## config.mk

```make
export PLATFORM = sky130hd
export DESIGN_NAME = positional_list_store_core_flat
export DESIGN_NICKNAME = d
export VERILOG_FILES = /design/src/rtl/pls_pkg.sv /design/src/rtl/pls_if.sv /design/src/rtl/positional_list_store_core.sv /design/src/rtl/pls_mem.sv /design/src/flat_wrapper.sv
export SDC_FILE = /design/constraint.sdc
export NUM_CORES = 1
export LEC_CHECK = 0
export BUFFER_PORTS_ARGS = -buffer_cell sky130_fd_sc_hd__buf_2
export CAP_MARGIN = 0
export CELL_PAD_IN_SITES_DETAIL_PLACEMENT = 1
export CELL_PAD_IN_SITES_GLOBAL_PLACEMENT = 1
export CORE_AREA = 8 8 250 252
export CTS_CLUSTER_DIAMETER = 120
export CTS_CLUSTER_SIZE = 10
export DETAILED_ROUTE_END_ITERATION = 8
export DIE_AREA = 0 0 258 260
export PLACE_DENSITY = 0.66
export SYNTH_ARGS = -nofsm -noshare
export SYNTH_HDL_FRONTEND = slang
export SYNTH_HIERARCHICAL = 1
export SYNTH_SLANG_ARGS = --single-unit
```

## constraint.sdc

```tcl
create_clock -name clk -period 12.41 [get_ports clk]
set_input_delay 3.1025 -clock clk [delete_from_list [all_inputs] [get_ports clk]]
set_output_delay 3.1025 -clock clk [all_outputs]
set_load 0.005 [all_outputs]
```

## src/rtl/pls_pkg.sv

```systemverilog
// ----------------------------------------------------------------------------
// pls_pkg
// Shared types, request opcodes and result status codes of the positional
// list store.
// ----------------------------------------------------------------------------
package pls_pkg;

  // default number of list cells
  localparam int DEF_CAPACITY = 16;

  // field widths of one transaction
  localparam int OPCODE_W = 3;
  localparam int VALUE_W  = 32;
  localparam int POS_W    = 8;
  localparam int STATUS_W = 3;
  localparam int ECOUNT_W = 5;

  typedef logic [OPCODE_W-1:0]      opcode_t;
  typedef logic signed [VALUE_W-1:0] value_t;
  typedef logic signed [POS_W-1:0]   pos_t;
  typedef logic [STATUS_W-1:0]      status_t;
  typedef logic [ECOUNT_W-1:0]      ecount_t;

  // request opcodes
  localparam opcode_t OP_ADD_HEAD  = 3'd0;
  localparam opcode_t OP_ADD_TAIL  = 3'd1;
  localparam opcode_t OP_INSERT    = 3'd2;
  localparam opcode_t OP_TAKE_HEAD = 3'd3;
  localparam opcode_t OP_ERASE     = 3'd4;
  localparam opcode_t OP_DUMP      = 3'd5;
  localparam opcode_t OP_CLEAR     = 3'd6;

  // result status codes
  localparam status_t ST_DONE     = 3'd0;
  localparam status_t ST_ADJUSTED = 3'd1;
  localparam status_t ST_EMPTY    = 3'd2;
  localparam status_t ST_FULL     = 3'd3;
  localparam status_t ST_DUMPED   = 3'd4;

endpackage

```

## src/rtl/pls_if.sv

```systemverilog
// ----------------------------------------------------------------------------
// pls_if
// Valid/ready channels of the positional list store: the request channel
// and the result channel.
// ----------------------------------------------------------------------------
interface pls_in_if;
  import pls_pkg::*;

  logic    valid;
  logic    ready;
  opcode_t opcode;
  value_t  item_value;
  pos_t    position;

  modport source (output valid, output opcode, output item_value, output position,
                  input ready);
  modport sink   (input valid, input opcode, input item_value, input position,
                  output ready);
endinterface

interface pls_out_if;
  import pls_pkg::*;

  logic    valid;
  logic    ready;
  status_t status;
  value_t  element_value;
  ecount_t element_count;
  logic    last_of_run;

  modport source (output valid, output status, output element_value,
                  output element_count, output last_of_run, input ready);
  modport sink   (input valid, input status, input element_value,
                  input element_count, input last_of_run, output ready);
endinterface

```

## src/rtl/positional_list_store_core.sv

```systemverilog
// ----------------------------------------------------------------------------
// positional_list_store_core
// Bounded ordered list of signed 32-bit values kept packed in one memory;
// insert and erase move the tail one cell per cycle.
// ----------------------------------------------------------------------------
// Usage:
//   in_ch  carries one request (opcode, item_value, position) per transaction.
//   out_ch carries the results; every request yields one result with
//   last_of_run set, except a dump of a non-empty list, which yields one
//   result per held element, front to back, the last one marked.
//   in_ch.ready is high only while no request is in progress; the finished
//   result sits in an output register, so a new request is taken while it
//   still waits for out_ch.ready.
// Request sequence (n = cells moved, at most count): push/insert and
//   pop/erase move n cells, each move being one memory read overlapped
//   with the write of the previous one, then the last write; push/insert
//   then writes the new value; clear, rejected or empty requests do no
//   memory work; dump streams one element per cycle while out_ch is ready.
//   The single memory write port sets this pace.
// Reset: rst_n (synchronous, active low) empties the list and drops any
//   pending result; no clearing pass of the memory is needed.
// Stalls: while out_ch.ready is low the block holds its result and waits.
// ----------------------------------------------------------------------------
module positional_list_store_core #(
  parameter int CAPACITY = pls_pkg::DEF_CAPACITY
) (
  input  logic      clk,
  input  logic      rst_n,
  pls_in_if.sink    in_ch,
  pls_out_if.source out_ch
);
  import pls_pkg::*;

  localparam int AW = (CAPACITY > 1) ? $clog2(CAPACITY) : 1;
  localparam int CW = $clog2(CAPACITY + 1);
  localparam int PW = ((CW > 7) ? CW : 7) + 1;

  localparam logic [CW-1:0] CAP_C = CW'(CAPACITY);

  // sequencer states
  localparam logic [2:0] S_IDLE = 3'd0;
  localparam logic [2:0] S_MOVE = 3'd1;
  localparam logic [2:0] S_FILL = 3'd2;
  localparam logic [2:0] S_RESP = 3'd3;
  localparam logic [2:0] S_DUMP = 3'd4;

  logic [2:0]    state_r, state_nxt;
  logic [CW-1:0] count_r, count_nxt;
  logic          op_ins_r, op_ins_nxt;
  logic [AW-1:0] idx_r, idx_nxt;
  value_t        value_r, value_nxt;
  status_t       status_r, status_nxt;
  logic [AW-1:0] src_r, src_nxt;
  logic [CW-1:0] mv_left_r, mv_left_nxt;
  logic          pend_r, pend_nxt;
  logic [AW-1:0] pend_dst_r, pend_dst_nxt;
  logic [CW-1:0] dump_idx_r, dump_idx_nxt;

  logic          out_valid_r, out_valid_nxt;
  status_t       out_status_r, out_status_nxt;
  value_t        out_value_r, out_value_nxt;
  ecount_t       out_count_r, out_count_nxt;
  logic          out_last_r, out_last_nxt;

  // memory port signals
  logic          mem_we;
  logic [AW-1:0] mem_waddr;
  value_t        mem_wdata;
  logic          mem_re;
  logic [AW-1:0] mem_raddr;
  value_t        mem_rdata;

  logic          accept;
  logic          out_free;
  logic          full, empty;
  logic [PW-1:0] pos_u, cnt_u;
  logic          pos_neg, pos_ge;
  logic [CW-1:0] tgt_idx;
  logic [CW-1:0] count_dec;
  logic [CW-1:0] dump_next;
  logic [CW+4:0] count_ext;

  pls_mem #(
    .DEPTH (CAPACITY),
    .AW    (AW)
  ) u_mem (
    .clk   (clk),
    .we    (mem_we),
    .waddr (mem_waddr),
    .wdata (mem_wdata),
    .re    (mem_re),
    .raddr (mem_raddr),
    .rdata (mem_rdata)
  );

  // handshake and request decode helpers
  assign in_ch.ready = (state_r == S_IDLE);
  assign accept      = in_ch.valid && in_ch.ready;
  assign out_free    = !out_valid_r || out_ch.ready;
  assign full        = (count_r == CAP_C);
  assign empty       = (count_r == '0);
  assign count_dec   = count_r - 1'b1;
  assign pos_u       = PW'(in_ch.position[POS_W-2:0]);
  assign cnt_u       = PW'(count_r);
  assign pos_neg     = in_ch.position[POS_W-1];
  assign pos_ge      = !pos_neg && (pos_u >= cnt_u);
  assign dump_next   = dump_idx_r + 1'b1;
  assign count_ext   = {5'd0, count_r};

  // sequencer
  always_comb begin
    state_nxt      = state_r;
    count_nxt      = count_r;
    op_ins_nxt     = op_ins_r;
    idx_nxt        = idx_r;
    value_nxt      = value_r;
    status_nxt     = status_r;
    src_nxt        = src_r;
    mv_left_nxt    = mv_left_r;
    pend_nxt       = 1'b0;
    pend_dst_nxt   = pend_dst_r;
    dump_idx_nxt   = dump_idx_r;
    out_valid_nxt  = out_valid_r && !out_ch.ready;
    out_status_nxt = out_status_r;
    out_value_nxt  = out_value_r;
    out_count_nxt  = out_count_r;
    out_last_nxt   = out_last_r;
    mem_we         = 1'b0;
    mem_waddr      = pend_dst_r;
    mem_wdata      = mem_rdata;
    mem_re         = 1'b0;
    mem_raddr      = src_r;
    tgt_idx        = '0;

    case (state_r)
      S_IDLE: begin
        if (accept) begin
          value_nxt  = in_ch.item_value;
          status_nxt = ST_DONE;
          state_nxt  = S_RESP;
          case (in_ch.opcode) inside
            OP_ADD_HEAD, OP_ADD_TAIL, OP_INSERT: begin
              if (full) begin
                status_nxt = ST_FULL;
              end else begin
                if (in_ch.opcode == OP_ADD_HEAD) begin
                  tgt_idx = '0;
                end else if (in_ch.opcode == OP_ADD_TAIL) begin
                  tgt_idx = count_r;
                end else if (pos_neg) begin
                  tgt_idx    = '0;
                  status_nxt = ST_ADJUSTED;
                end else if (pos_ge) begin
                  tgt_idx    = count_r;
                  status_nxt = ST_ADJUSTED;
                end else begin
                  tgt_idx = pos_u[CW-1:0];
                end
                op_ins_nxt  = 1'b1;
                idx_nxt     = tgt_idx[AW-1:0];
                mv_left_nxt = count_r - tgt_idx;
                src_nxt     = count_dec[AW-1:0];
                count_nxt   = count_r + 1'b1;
                state_nxt   = S_MOVE;
              end
            end
            OP_TAKE_HEAD, OP_ERASE: begin
              if (empty) begin
                status_nxt = ST_EMPTY;
              end else begin
                if (in_ch.opcode == OP_TAKE_HEAD) begin
                  tgt_idx = '0;
                end else if (pos_neg) begin
                  tgt_idx    = '0;
                  status_nxt = ST_ADJUSTED;
                end else if (pos_ge) begin
                  tgt_idx    = count_dec;
                  status_nxt = ST_ADJUSTED;
                end else begin
                  tgt_idx = pos_u[CW-1:0];
                end
                op_ins_nxt  = 1'b0;
                mv_left_nxt = count_dec - tgt_idx;
                src_nxt     = tgt_idx[AW-1:0] + 1'b1;
                count_nxt   = count_dec;
                state_nxt   = S_MOVE;
              end
            end
            OP_DUMP: begin
              if (empty) begin
                status_nxt = ST_EMPTY;
              end else begin
                mem_re       = 1'b1;
                mem_raddr    = '0;
                dump_idx_nxt = '0;
                state_nxt    = S_DUMP;
              end
            end
            OP_CLEAR: begin
              count_nxt = '0;
            end
            default: begin
              status_nxt = ST_DONE;
            end
          endcase
        end
      end

      // read one cell per cycle, write it one slot over in the next cycle
      S_MOVE: begin
        mem_we = pend_r;
        if (mv_left_r != '0) begin
          mem_re       = 1'b1;
          mem_raddr    = src_r;
          pend_nxt     = 1'b1;
          pend_dst_nxt = op_ins_r ? (src_r + 1'b1) : (src_r - 1'b1);
          src_nxt      = op_ins_r ? (src_r - 1'b1) : (src_r + 1'b1);
          mv_left_nxt  = mv_left_r - 1'b1;
        end else begin
          // last move write, if any, lands in this cycle
          state_nxt = op_ins_r ? S_FILL : S_RESP;
        end
      end

      // drop the new value into the opened cell
      S_FILL: begin
        mem_we    = 1'b1;
        mem_waddr = idx_r;
        mem_wdata = value_r;
        state_nxt = S_RESP;
      end

      // single result of a non-dump request
      S_RESP: begin
        if (out_free) begin
          out_valid_nxt  = 1'b1;
          out_status_nxt = status_r;
          out_value_nxt  = '0;
          out_count_nxt  = count_ext[ECOUNT_W-1:0];
          out_last_nxt   = 1'b1;
          state_nxt      = S_IDLE;
        end
      end

      // stream held elements, next read issued as each one is taken
      S_DUMP: begin
        if (out_free) begin
          out_valid_nxt  = 1'b1;
          out_status_nxt = ST_DUMPED;
          out_value_nxt  = mem_rdata;
          out_count_nxt  = count_ext[ECOUNT_W-1:0];
          out_last_nxt   = (dump_next == count_r);
          if (dump_next == count_r) begin
            state_nxt = S_IDLE;
          end else begin
            mem_re       = 1'b1;
            mem_raddr    = dump_next[AW-1:0];
            dump_idx_nxt = dump_next;
          end
        end
      end

      default: begin
        state_nxt = S_IDLE;
      end
    endcase
  end

  // control registers
  always_ff @(posedge clk) begin
    if (!rst_n) begin
      state_r     <= S_IDLE;
      count_r     <= '0;
      pend_r      <= 1'b0;
      out_valid_r <= 1'b0;
    end else begin
      state_r     <= state_nxt;
      count_r     <= count_nxt;
      pend_r      <= pend_nxt;
      out_valid_r <= out_valid_nxt;
    end
  end

  // payload registers
  always_ff @(posedge clk) begin
    op_ins_r     <= op_ins_nxt;
    idx_r        <= idx_nxt;
    value_r      <= value_nxt;
    status_r     <= status_nxt;
    src_r        <= src_nxt;
    mv_left_r    <= mv_left_nxt;
    pend_dst_r   <= pend_dst_nxt;
    dump_idx_r   <= dump_idx_nxt;
    out_status_r <= out_status_nxt;
    out_value_r  <= out_value_nxt;
    out_count_r  <= out_count_nxt;
    out_last_r   <= out_last_nxt;
  end

  // result channel
  assign out_ch.valid         = out_valid_r;
  assign out_ch.status        = out_status_r;
  assign out_ch.element_value = out_value_r;
  assign out_ch.element_count = out_count_r;
  assign out_ch.last_of_run   = out_last_r;

  // the list never holds more than its capacity
  assert property (@(posedge clk) disable iff (!rst_n) count_r <= CAP_C)
    else $error("element count above capacity");

  // a pending move write never lands on the cell read in the same cycle
  assert property (@(posedge clk) disable iff (!rst_n)
    (state_r == S_MOVE) && pend_r && mem_re |-> pend_dst_r != mem_raddr)
    else $error("move write collides with move read");

  // any request other than clear changes the count by at most one
  assert property (@(posedge clk) disable iff (!rst_n)
    accept && (in_ch.opcode != OP_CLEAR) |=>
      (count_r == $past(count_r)) || (count_r == $past(count_r) + 1'b1) ||
      (count_r == $past(count_r) - 1'b1))
    else $error("count changed by more than one");

  // dump only walks cells that are held
  assert property (@(posedge clk) disable iff (!rst_n)
    (state_r == S_DUMP) |-> dump_idx_r < count_r)
    else $error("dump index beyond held elements");

  // new requests are taken only while no move is outstanding
  assert property (@(posedge clk) disable iff (!rst_n)
    accept |-> !pend_r)
    else $error("request taken during a move");

endmodule

```

## src/rtl/pls_mem.sv

```systemverilog
// ----------------------------------------------------------------------------
// pls_mem
// Element storage: one write port, one read port with registered read data.
// Contents are undefined until written.
// ----------------------------------------------------------------------------
module pls_mem #(
  parameter int DEPTH = pls_pkg::DEF_CAPACITY,
  parameter int AW    = 4
) (
  input  logic                 clk,
  input  logic                 we,
  input  logic [AW-1:0]        waddr,
  input  pls_pkg::value_t      wdata,
  input  logic                 re,
  input  logic [AW-1:0]        raddr,
  output pls_pkg::value_t      rdata
);
  import pls_pkg::*;

  value_t mem [DEPTH];
  value_t rdata_r;

  // write port
  always_ff @(posedge clk) begin
    if (we) begin
      mem[waddr] <= wdata;
    end
  end

  // read port, data held until the next read
  always_ff @(posedge clk) begin
    if (re) begin
      rdata_r <= mem[raddr];
    end
  end

  assign rdata = rdata_r;

endmodule

```

## src/flat_wrapper.sv

```systemverilog
// flat-port wrapper written by rule: the top's interface ports become plain ports
module positional_list_store_core_flat import pls_pkg::*;
#(
  parameter int CAPACITY = pls_pkg::DEF_CAPACITY
)
  (clk, rst_n, in_ch_valid, in_ch_opcode, in_ch_item_value, in_ch_position, in_ch_ready, out_ch_valid, out_ch_status, out_ch_element_value, out_ch_element_count, out_ch_last_of_run, out_ch_ready);
  pls_in_if in_ch_i ();
  pls_out_if out_ch_i ();
  input  logic clk;
  input  logic rst_n;
  input wire logic [$bits(in_ch_i.valid)-1:0] in_ch_valid;
  input wire logic [$bits(in_ch_i.opcode)-1:0] in_ch_opcode;
  input wire logic [$bits(in_ch_i.item_value)-1:0] in_ch_item_value;
  input wire logic [$bits(in_ch_i.position)-1:0] in_ch_position;
  output wire logic [$bits(in_ch_i.ready)-1:0] in_ch_ready;
  output wire logic [$bits(out_ch_i.valid)-1:0] out_ch_valid;
  output wire logic [$bits(out_ch_i.status)-1:0] out_ch_status;
  output wire logic [$bits(out_ch_i.element_value)-1:0] out_ch_element_value;
  output wire logic [$bits(out_ch_i.element_count)-1:0] out_ch_element_count;
  output wire logic [$bits(out_ch_i.last_of_run)-1:0] out_ch_last_of_run;
  input wire logic [$bits(out_ch_i.ready)-1:0] out_ch_ready;
  assign in_ch_i.valid = in_ch_valid;
  assign in_ch_i.opcode = in_ch_opcode;
  assign in_ch_i.item_value = in_ch_item_value;
  assign in_ch_i.position = in_ch_position;
  assign in_ch_ready = in_ch_i.ready;
  assign out_ch_valid = out_ch_i.valid;
  assign out_ch_status = out_ch_i.status;
  assign out_ch_element_value = out_ch_i.element_value;
  assign out_ch_element_count = out_ch_i.element_count;
  assign out_ch_last_of_run = out_ch_i.last_of_run;
  assign out_ch_i.ready = out_ch_ready;
  positional_list_store_core #(.CAPACITY(CAPACITY)) u_core (.clk(clk), .rst_n(rst_n), .in_ch(in_ch_i), .out_ch(out_ch_i));
endmodule
```

==> run summary, run 1 <==
Top Metal Used: met4
Die W: 258 um
Overall Power: 6060 uW
Synth Flop Type: edfxtp_1
Worst slew margin: 0.257
IO buf count: 89
global-route wire length before repair: 94200 um
Inserted Diodes: 0
Required @ worst endpoint: 12.75 ns
pwr/cell area: 205 nW/um2
sequential area share after synthesis: 0.747
Tmin final: 6.84 ns
WL final: 62600 um
Num Clock Sinks: 652
Mapped Nets: 1407
Via Count: 13300
Worst setup SP type: input pin
worst r2r src: u_core/count_r[0]$_SDFFE_PN0P_
WL met1: 27600 um
Tot GR Track Use: 0.188
ys async rst share: 0
data arrival time of the worst path: 7.18 ns
layout cells sized above 1: 0.275
met3 wirelength from detailed routing: 3530 um
Clock Latency Late Sink: 0.61 ns
metal2 WL: 30200 um
Post-Route Setup TNS: 0 ns
final hold slack: 0.557 ns
Cell variety after synth: 67
Routed WL per cell: 27.8 um
Die ar.: 67100 um2
Post-DP HPWL: 33600 um
min-delay src: u_core/status_r[1]$_DFFE_PP_
Pre-Repair DR Iteration Count: 5
core box area: 58500 um2
crit path launch: out_ch_ready
Crit. End Element: flip-flop
Layout area overhead: 13.4%
Leak: 0.00977 uW
max-slew violations: 0
status: finished clean
Layout Skew: 0.0215 ns
Final setup viols: 0
row cnt: 89
critical path type: input pin to flip-flop
Cells after Synth: 1338
crit path max fanout: 45
Die Height: 260 um
H-tree depth: 3
# hold bufs at CTS: 0
RSZ-0062 raised after global routing: no
VDD IR-drop max: 0.000107 V
Worst-Margin Slew: 1.09 ns
initial antenna violation count: 0
Clock Path Buffers: 3
Synth warnings: 6
vias in the first global route: 14200
root buffer cell: clkbuf_16
final period utilization: 0.551
Reg clk slew, reported paths: 0.05 ns
I/O Pins: 90
Post CTS Setup Buffer Count: 0
TritonCTS clock tree: yes
Total Nets Final: 1531
max_cap viols: 0
Fmax achieved: 146 MHz
largest net degree at the start of global routing: 129
routability cong.: 0.763
Post-route DRC: 0
total CTS buffers: 75
post-route ant nets: 0
commonest non-fill, non-tap cells in the layout: edfxtp_1, mux4_2, buf_2
Vias per Instance: 5.89
placed instance count: 2158
commonest non-fill, non-tap cell in the layout: edfxtp_1
Finished Layout Cells: 2254
Mapped Avg Cell Area: 19.5 um2
Util after Layout: 0.505
grt ovf: 0
final hold violation count: 0
EDFF count, synth: 642
Synth Cell Area: 26100 um2
post-CTS sizing: 0
Starting Density: 0.446
Hold Crit Class: flip-flop to flip-flop
#FFs+latches synth: 652
initial DRC count: 1077
-- area by class of cell --
class                   instances  area, um2
well taps                     773        967
fillers                      5304      28900
flip-flops and latches        652      19500
multi-input cells             587       6300
inverters                      28        105
clock buffers                  89       1950
clock inverters                 7       68.8
repair buffers                118        676
-- cells by family (layout without fill, tap and decap cells) --
family                     Yosys count  count (layout)  share of synthesized area
buffers and inverters               99             242                     0.0182
and+or+nand+nor                    205             205                     0.0399
xor gates and xnor gates            27              27                    0.00907
DFF                                652             652                      0.747
adders and majority gates           22              22                     0.0111
muxes                              179             179                      0.132
AOI/OAI and AO/OA                  154             154                     0.0424
-- final timing paths --
path / endpoint / slack (ns) / cells past startpoint
hold reg to reg: u_core/out_ch.status[1]$_SDFFCE_PP0P_ / 0.56 / 1
setup / recovery: u_core/u_mem/rdata[29]$_DFFE_PP_ / 5.57 / 9
hold / removal: u_core/out_ch.status[1]$_SDFFCE_PP0P_ / 0.56 / 1
setup reg to reg: u_core/u_mem/rdata[29]$_DFFE_PP_ / 6.61 / 13
-- metal layers --
layer,up-vias,GRT usage
met3,90,0.0335
met1,7138,0.261
met2,381,0.304
met5,-,0
met4,0,0.0551
li1,5665,-
-- critical path, stage by stage --
cell and delay [ns]:
buf_2 0.09, nand2b_1 0.17, and3_1 0.41, mux2i_4 0.96, buf_4 0.64, buf_4 0.82
mux4_2 0.60, a22oi_1 0.23, nand2_1 0.09
-- per-stage QoR --
step	setup slack, ns	area (um2)
after floorplan	6.19	26100
after global placement	4.86	27500
after detailed placement	4.78	27500
after CTS	5.42	29500
after global routing	5.06	29500
final	5.57	29500
-- synth_stat cells (4+ instances only) --
cell type,n,area [um2]
a211oi_1,4,30.0
a21o_1,7,52.6
a21oi_1,23,115
a22oi_1,72,541
a31oi_1,5,31.3
and2_1,5,31.3
and3_1,36,225
buf_1,9,33.8
buf_2,17,85.1
buf_4,11,82.6
buf_6,5,56.3
clkbuf_1,28,105
dfxtp_1,10,200
edfxtp_1,642,19300
ha_1,20,250
inv_1,25,93.8
mux2_2,37,417
mux2i_1,14,140
mux4_2,128,2880
nand2_1,64,240
nand2b_1,12,75.1
nand3_1,10,50.1
nor2_1,44,165
nor2b_1,5,31.3
nor3_1,11,55.1
o211ai_1,4,30.0
o21ai_0,9,45.0
o21ai_1,4,20.0
xnor2_1,19,166
xor2_1,8,70.1
-- power breakdown --
part	switching (uW)	leakage, uW	internal (uW)	total (uW)
clock	811	0.000986	1100	1910
sequential	75.0	0.00592	2840	2920
combinational	780	0.00287	445	1230
-- registers in the layout (all words and copies together) (netlist names), 2 cells and up --
register                     cells
u_core/u_mem/mem               512
u_core/u_mem/rdata              32
u_core/out_ch.status             3
u_core/status_r                  2
u_core/out_ch.element_count      5
u_core/src_r                     4
u_core/value_r                  32
u_core/out_ch.element_value     32
u_core/pend_dst_r                4
u_core/state_r                   3
u_core/mv_left_r                 5
u_core/idx_r                     4
u_core/dump_idx_r                5
u_core/count_r                   5
Note: power is estimated with default switching activity, not from simulation.
==> run 2, diff against run 1 <==
==> constraint.sdc (replaced) <==
create_clock -name clk -period 6.9 [get_ports clk]
set_input_delay 1.725 -clock clk [delete_from_list [all_inputs] [get_ports clk]]
set_output_delay 1.725 -clock clk [all_outputs]
set_load 0.005 [all_outputs]
==> run 2 against run 1 <==
Flip-flop and latch count is the same. Sequential share of layout area shrank 0.14 points. Clock power grew 83%. Combinational power grew 81%. Via count shrank 0.53%. Largest power group unchanged.
==> run summary, run 2 (synthesis results as in run 1) <==
Post-route DRC: 0 (unchanged)
Die ar.: 67100 um2 (unchanged)
TritonCTS clock tree: yes
Worst-Margin Slew: 1.11 ns (+0.0184 ns)
R2R cell count: 8 (-5)
Post CTS Setup Buffer Count: 0 (unchanged)
Total Nets Final: 1530 (-0.065%)
post-route ant nets: 0 (unchanged)
post-CTS sizing: 0 (unchanged)
core box area: 58500 um2 (unchanged)
pwr/cell area: 370 nW/um2 (+81%)
Num Clock Sinks: 652 (unchanged)
Layout Skew: 0.0175 ns (-0.00396 ns)
# hold bufs at CTS: 0 (unchanged)
grt ovf: 0 (unchanged)
I/O Pins: 90 (unchanged)
WL final: 62300 um (-0.45%)
Vias per Instance: 5.87 (-0.35%)
Tmin final: 4.78 ns
worst r2r src: u_core/state_r[2]$_SDFFE_PN0P_
FF/Latch Area: 19500 um2 (unchanged)
initial antenna violation count: 2 (+2)
Reg clk slew, reported paths: 0.07 ns (+0.02 ns)
Comb power frac: 0.204 (+0.002)
root buffer cell: clkbuf_16
Pre-Repair DR Iteration Count: 5 (unchanged)
min-delay src: u_core/status_r[0]$_DFFE_PP_
commonest non-fill, non-tap cells in the layout: edfxtp_1, mux4_2, buf_2
global-route wire length before repair: 92700 um (-1.6%)
Clock Path Buffers: 3 (unchanged)
critical path type: input pin to flip-flop
max-slew violations: 0 (unchanged)
Util after Layout: 0.507 (+0.00109)
Required @ worst endpoint: 7.24 ns (-5.51 ns)
Final setup viols: 0 (unchanged)
Biggest register: u_core/u_mem/mem
Fmax achieved: 209 MHz
Layout fillers: 5296 (-0.15%)
Via Count: 13200 (-0.53%)
hold path cells: 1 (unchanged)
Worst slew margin: 0.259 (+0.00173)
layout cells sized above 1: 0.275 (about the same)
Die W: 258 um (unchanged)
placed instance count: 2157 (-0.046%)
Die Height: 260 um (unchanged)
data arrival time of the worst path: 5.12 ns (-2.06 ns)
Overall Power: 11000 uW (+81%)
Tot GR Track Use: 0.186 (-0.00196)
final hold slack: 0.517 ns (-0.0402 ns)
Post-DP HPWL: 34800 um (+3.6%)
max_cap viols: 0 (unchanged)
r2r setup slk: 2.16 ns (-4.45 ns)
Routed WL per cell: 27.7 um (-0.27%)
Clock Power Share: 0.319 (+0.004)
Hold Path Sink: u_core/out_ch.status[0]$_SDFFCE_PP0P_
routability cong.: 0.780 (+2.2%)
max reg flops: 512 (unchanged)
Hold Crit Class: flip-flop to flip-flop
final hold violation count: 0 (unchanged)
status: finished clean
commonest non-fill, non-tap cell in the layout: edfxtp_1
vias in the first global route: 14300 (+0.61%)
largest net degree at the start of global routing: 129 (unchanged)
Sw Pwr: 3000 uW (+80%)
Layout area overhead: 13.6%
Int Pwr: 7960 uW (+81%)
IO buf count: 89 (unchanged)
row cnt: 89 (unchanged)
Post-Route Setup TNS: 0 ns (unchanged)
final period utilization: 0.692
H-tree depth: 3 (unchanged)
Starting Density: 0.446 (unchanged)
Finished Layout Cells: 2250 (-0.18%)
Worst setup SP type: input pin
initial DRC count: 1008 (-6.4%)
RSZ-0062 raised after global routing: no
Clock Latency Late Sink: 0.60 ns (about the same)
VDD IR-drop max: 0.000222 V (+110%)
Leak: 0.00980 uW (+0.30%)
total CTS buffers: 75 (unchanged)
FF-to-FF End: u_core/u_mem/mem[0][8]$_DFFE_PP_
crit path max fanout: 8 (-82%)
sequential power share: 0.478 (-0.004)
Crit. End Element: flip-flop
Sw Ratio: 0.274 (-0.00142)
Multi-input gate area: 6300 um2 (about the same)
==> run 2: cell count changes in the layout (fill, tap and decap cells not counted) <==
cell       before  now
buf_12          1    3
inv_16          0    2
clkbuf_16      76   79
clkbuf_1       13    9
buf_4          28   25
inv_6           6    2
nand2b_4        2    1
nand2b_2        0    1
diode_2         0    1
clkinv_8        1    0
==> run 2: metrics by stage <==
step	instance area [um2]	setup WS [ns]
2_1_floorplan	26100	2.06
3_3_place_gp	27500	1.58
3_5_place_dp	27500	1.52
4_1_cts	29600	2.11
5_1_grt	29600	1.86
6_report	29600	2.12
==> run 2: worst max path at each step <==
| stage | cells after the start | start | slack (ns) | end |
|---|---|---|---|---|
| global placement | 17 | in_ch_position[0] | 1.58 | u_core/mv_left_r[4]$_DFFE_PP_ |
| CTS | 8 | u_core/state_r[2]$_SDFFE_PN0P_ | 2.11 | u_core/u_mem/mem[0][8]$_DFFE_PP_ |
| global route | 17 | in_ch_position[0] | 1.86 | u_core/mv_left_r[4]$_DFFE_PP_ |
| floorplan | 16 | in_ch_position[4] | 2.06 | u_core/mv_left_r[4]$_DFFE_PP_ |
| detailed placement | 16 | in_ch_position[4] | 1.52 | u_core/mv_left_r[4]$_DFFE_PP_ |
| finish | 16 | in_ch_position[4] | 2.12 | u_core/mv_left_r[4]$_DFFE_PP_ |
==> run 2: metal layers <==
layer / GRT usage / share of wire / up-vias
li1: - / - / 5674
met1: 0.250 / 0.43 / 7050
met2: 0.309 / 0.49 / 396
met3: 0.0309 / 0.056 / 84
met4: 0.0608 / 0.023 / 0
met5: 0 / 0 / -
==> run 2: critical path, stage by stage <==
cell and delay (ns):
buf_2 0.12, ha_1 0.19, or3_4 0.36, nand2b_4 0.16, o22a_1 0.33, nor3_4 0.27
a22o_1 0.20, ha_1 0.15, inv_1 0.06, fa_1 0.42, a21o_1 0.20, a21o_1 0.22
mux2i_1 0.16, o22ai_1 0.09, o31ai_1 0.31, o211ai_1 0.13
==> run 2: power groups by stage <==
stage	sequential (uW)	clock, uW	combinational [uW]
2_1_floorplan	5260	0	1540
3_3_place_gp	5310	0	2200
3_5_place_dp	5320	0	2260
4_1_cts	5240	3590	2270
5_1_grt	5260	3720	2430
6_report	5240	3490	2230
==> run 2: cell type report <==
cell class,instances,area share
Antenna cell,1,0.0000845
Clock inverter,4,0.00194
Tap cell,773,0.0327
Sequential cell,652,0.658
Inverter,28,0.00355
Clock buffer,88,0.0679
Multi-Input combinational cell,587,0.213
Timing Repair Buffer,117,0.0234
==> run 3, diff against run 2 <==
--- a/config.mk
+++ b/config.mk
@@ -14,7 +14,7 @@
 export CTS_CLUSTER_SIZE = 10
 export DETAILED_ROUTE_END_ITERATION = 8
 export DIE_AREA = 0 0 258 260
-export PLACE_DENSITY = 0.66
+export PLACE_DENSITY = 0.69
 export SYNTH_ARGS = -nofsm -noshare
 export SYNTH_HDL_FRONTEND = slang
 export SYNTH_HIERARCHICAL = 1
==> constraint.sdc (replaced) <==
create_clock -name clk -period 3.9 [get_ports clk]
set_input_delay 0.975 -clock clk [delete_from_list [all_inputs] [get_ports clk]]
set_output_delay 0.975 -clock clk [all_outputs]
set_load 0.005 [all_outputs]
==> run 3 against run 2 <==
Register-to-register slack worse by 1.9 ns. Clock power is 73% higher. Core utilization is 1.2 points higher. Hold slack better by 0.0070 ns. Critical path type unchanged. Largest power group unchanged.
==> run summary, run 3 (synthesis results as in run 1) <==
hold path cells: 1 (unchanged)
critical path type: input pin to flip-flop
design area: 30300 um2 (+2.3%)
Starting Density: 0.446 (unchanged)
VDD IR-drop max: 0.000293 V (+32%)
Inserted Diodes: 0 (-1)
post-place instance area: 28300 um2 (+2.7%)
Tot GR Track Use: 0.191 (+0.00496)
R2R cell count: 16 (+8)
Tmin final: 3.66 ns
core box area: 58500 um2 (unchanged)
Leak: 0.0102 uW (+4.0%)
Worst slew margin: 0.397 (+0.138)
Die ar.: 67100 um2 (unchanged)
final period utilization: 0.939
max_cap viols: 0 (unchanged)
crit path max fanout: 4 (-4)
final hold slack: 0.524 ns (+0.00697 ns)
routability cong.: 0.822 (+5.3%)
Final setup viols: 0 (unchanged)
pwr/cell area: 645 nW/um2 (+74%)
setup slack after layout: 0.237 ns (-1.89 ns)
max reg flops: 512 (unchanged)
Vias per Instance: 5.82 (-0.86%)
Num Clock Sinks: 652 (unchanged)
layout cells sized above 1: 0.311 (+0.0363)
Die Height: 260 um (unchanged)
largest net degree at the start of global routing: 34 (-74%)
Total Nets Final: 1605 (+4.9%)
Routed WL per cell: 27.6 um (-0.18%)
final hold violation count: 0 (unchanged)
Required @ worst endpoint: 4.23 ns (-3.01 ns)
Layout area overhead: 16.3%
Die W: 258 um (unchanged)
TritonCTS clock tree: yes
commonest non-fill, non-tap cells in the layout: edfxtp_1, mux4_2, buf_2
# hold bufs at CTS: 0 (unchanged)
Worst-Margin Slew: 0.903 ns (-0.206 ns)
row cnt: 89 (unchanged)
IO buf count: 89 (unchanged)
initial DRC count: 1180 (+17%)
data arrival time of the worst path: 3.99 ns (-1.13 ns)
crit path launch: in_ch_position[3]
H-tree depth: 3 (unchanged)
Pre-Repair DR Iteration Count: 5 (unchanged)
max-slew violations: 0 (unchanged)
global-route wire length before repair: 95000 um (+2.4%)
RSZ-0062 raised after global routing: no
Reg clk slew, reported paths: 0.05 ns (-0.02 ns)
initial antenna violation count: 1 (-1)
Biggest register: u_core/u_mem/mem
Post-route DRC: 0 (unchanged)
worst r2r src: u_core/count_r[1]$_SDFFE_PN0P_
Crit. End Element: flip-flop
Hold Crit Class: flip-flop to flip-flop
post-route ant nets: 0 (unchanged)
Clock Latency Late Sink: 0.61 ns (about the same)
status: finished clean
total CTS buffers: 75 (unchanged)
commonest non-fill, non-tap cell in the layout: edfxtp_1
grt ovf: 0 (unchanged)
Post-DP HPWL: 38500 um (+11%)
Clock Path Buffers: 3 (unchanged)
WL final: 64200 um (+3.1%)
Layout Skew: 0.0310 ns (+0.0135 ns)
Via Count: 13500 (+2.4%)
pre-CTS setup slack: -0.509 ns (-2.02 ns)
I/O Pins: 90 (unchanged)
min-delay src: u_core/status_r[1]$_DFFE_PP_
root buffer cell: clkbuf_16
Worst setup SP type: input pin
Fmax achieved: 273 MHz
vias in the first global route: 14400 (+0.97%)
==> run 3: cell types whose count changed in the layout (fill, tap and decap cells not counted), sizes merged <==
cell,delta
diode,-1
clkbuf,-2
clkinv,+2
buf,+75
==> run 3: final timing paths <==
kind | end | slack [ns]
worst min-delay path | u_core/out_ch.status[1]$_SDFFCE_PP0P_ | 0.52
worst min register to register | u_core/out_ch.status[1]$_SDFFCE_PP0P_ | 0.52
worst max-delay path | u_core/mv_left_r[4]$_DFFE_PP_ | 0.24
worst max register to register | u_core/mv_left_r[4]$_DFFE_PP_ | 0.25
==> run 3: worst max-delay path: stages <==
cell and delay [ns]:
buf_2 0.11, ha_1 0.29, o211ai_1 0.10, nor2_1 0.19
o22ai_2 0.11, o31ai_2 0.37, a22o_1 0.23, ha_1 0.16
inv_1 0.06, fa_2 0.34, a21o_1 0.19, a21o_1 0.19
mux2i_1 0.18, o22ai_1 0.11, o31ai_2 0.23, o211ai_1 0.14
==> run 3: layout make-up <==
| cell class | count | area (um2) |
|---|---|---|
| Fill cell | 5266 | 28200 |
| Multi-Input combinational cell | 587 | 6340 |
| Sequential cell | 652 | 19500 |
| Timing Repair Buffer | 192 | 1420 |
| Inverter | 28 | 105 |
| Tap cell | 773 | 967 |
| Clock inverter | 6 | 78.8 |
| Clock buffer | 86 | 1920 |
==> run 3: routing by layer <==
layer,GRT usage,part of all wire
met3,0.0346,0.063
met5,0,0
met4,0.0541,0.019
met2,0.326,0.51
met1,0.251,0.41
==> run 3: where the power goes <==
group	internal, uW	switching (uW)	leakage [uW]
registers	9050	218	0.00592
logic	1650	2620	0.00330
clock network	3450	2570	0.000974
total	14100	5410	0.0102
==> run 3: what timing repair did <==
action                     4_1_cts  5_1_grt
gates resized for setup          0        4
setup buffers                    0        0
setup endpoints to repair        0        2
==> run 3: per-stage QoR <==
step	total power [uW]	util	cells	setup TNS, ns
floorplan	12000	-	1338	-0.0915
global placement	13500	0.484	2232	-0.335
detailed placement	13700	0.484	2232	-0.640
CTS	19800	0.518	2324	0
global route	20300	0.518	2324	0
finish	19600	0.518	2324	0
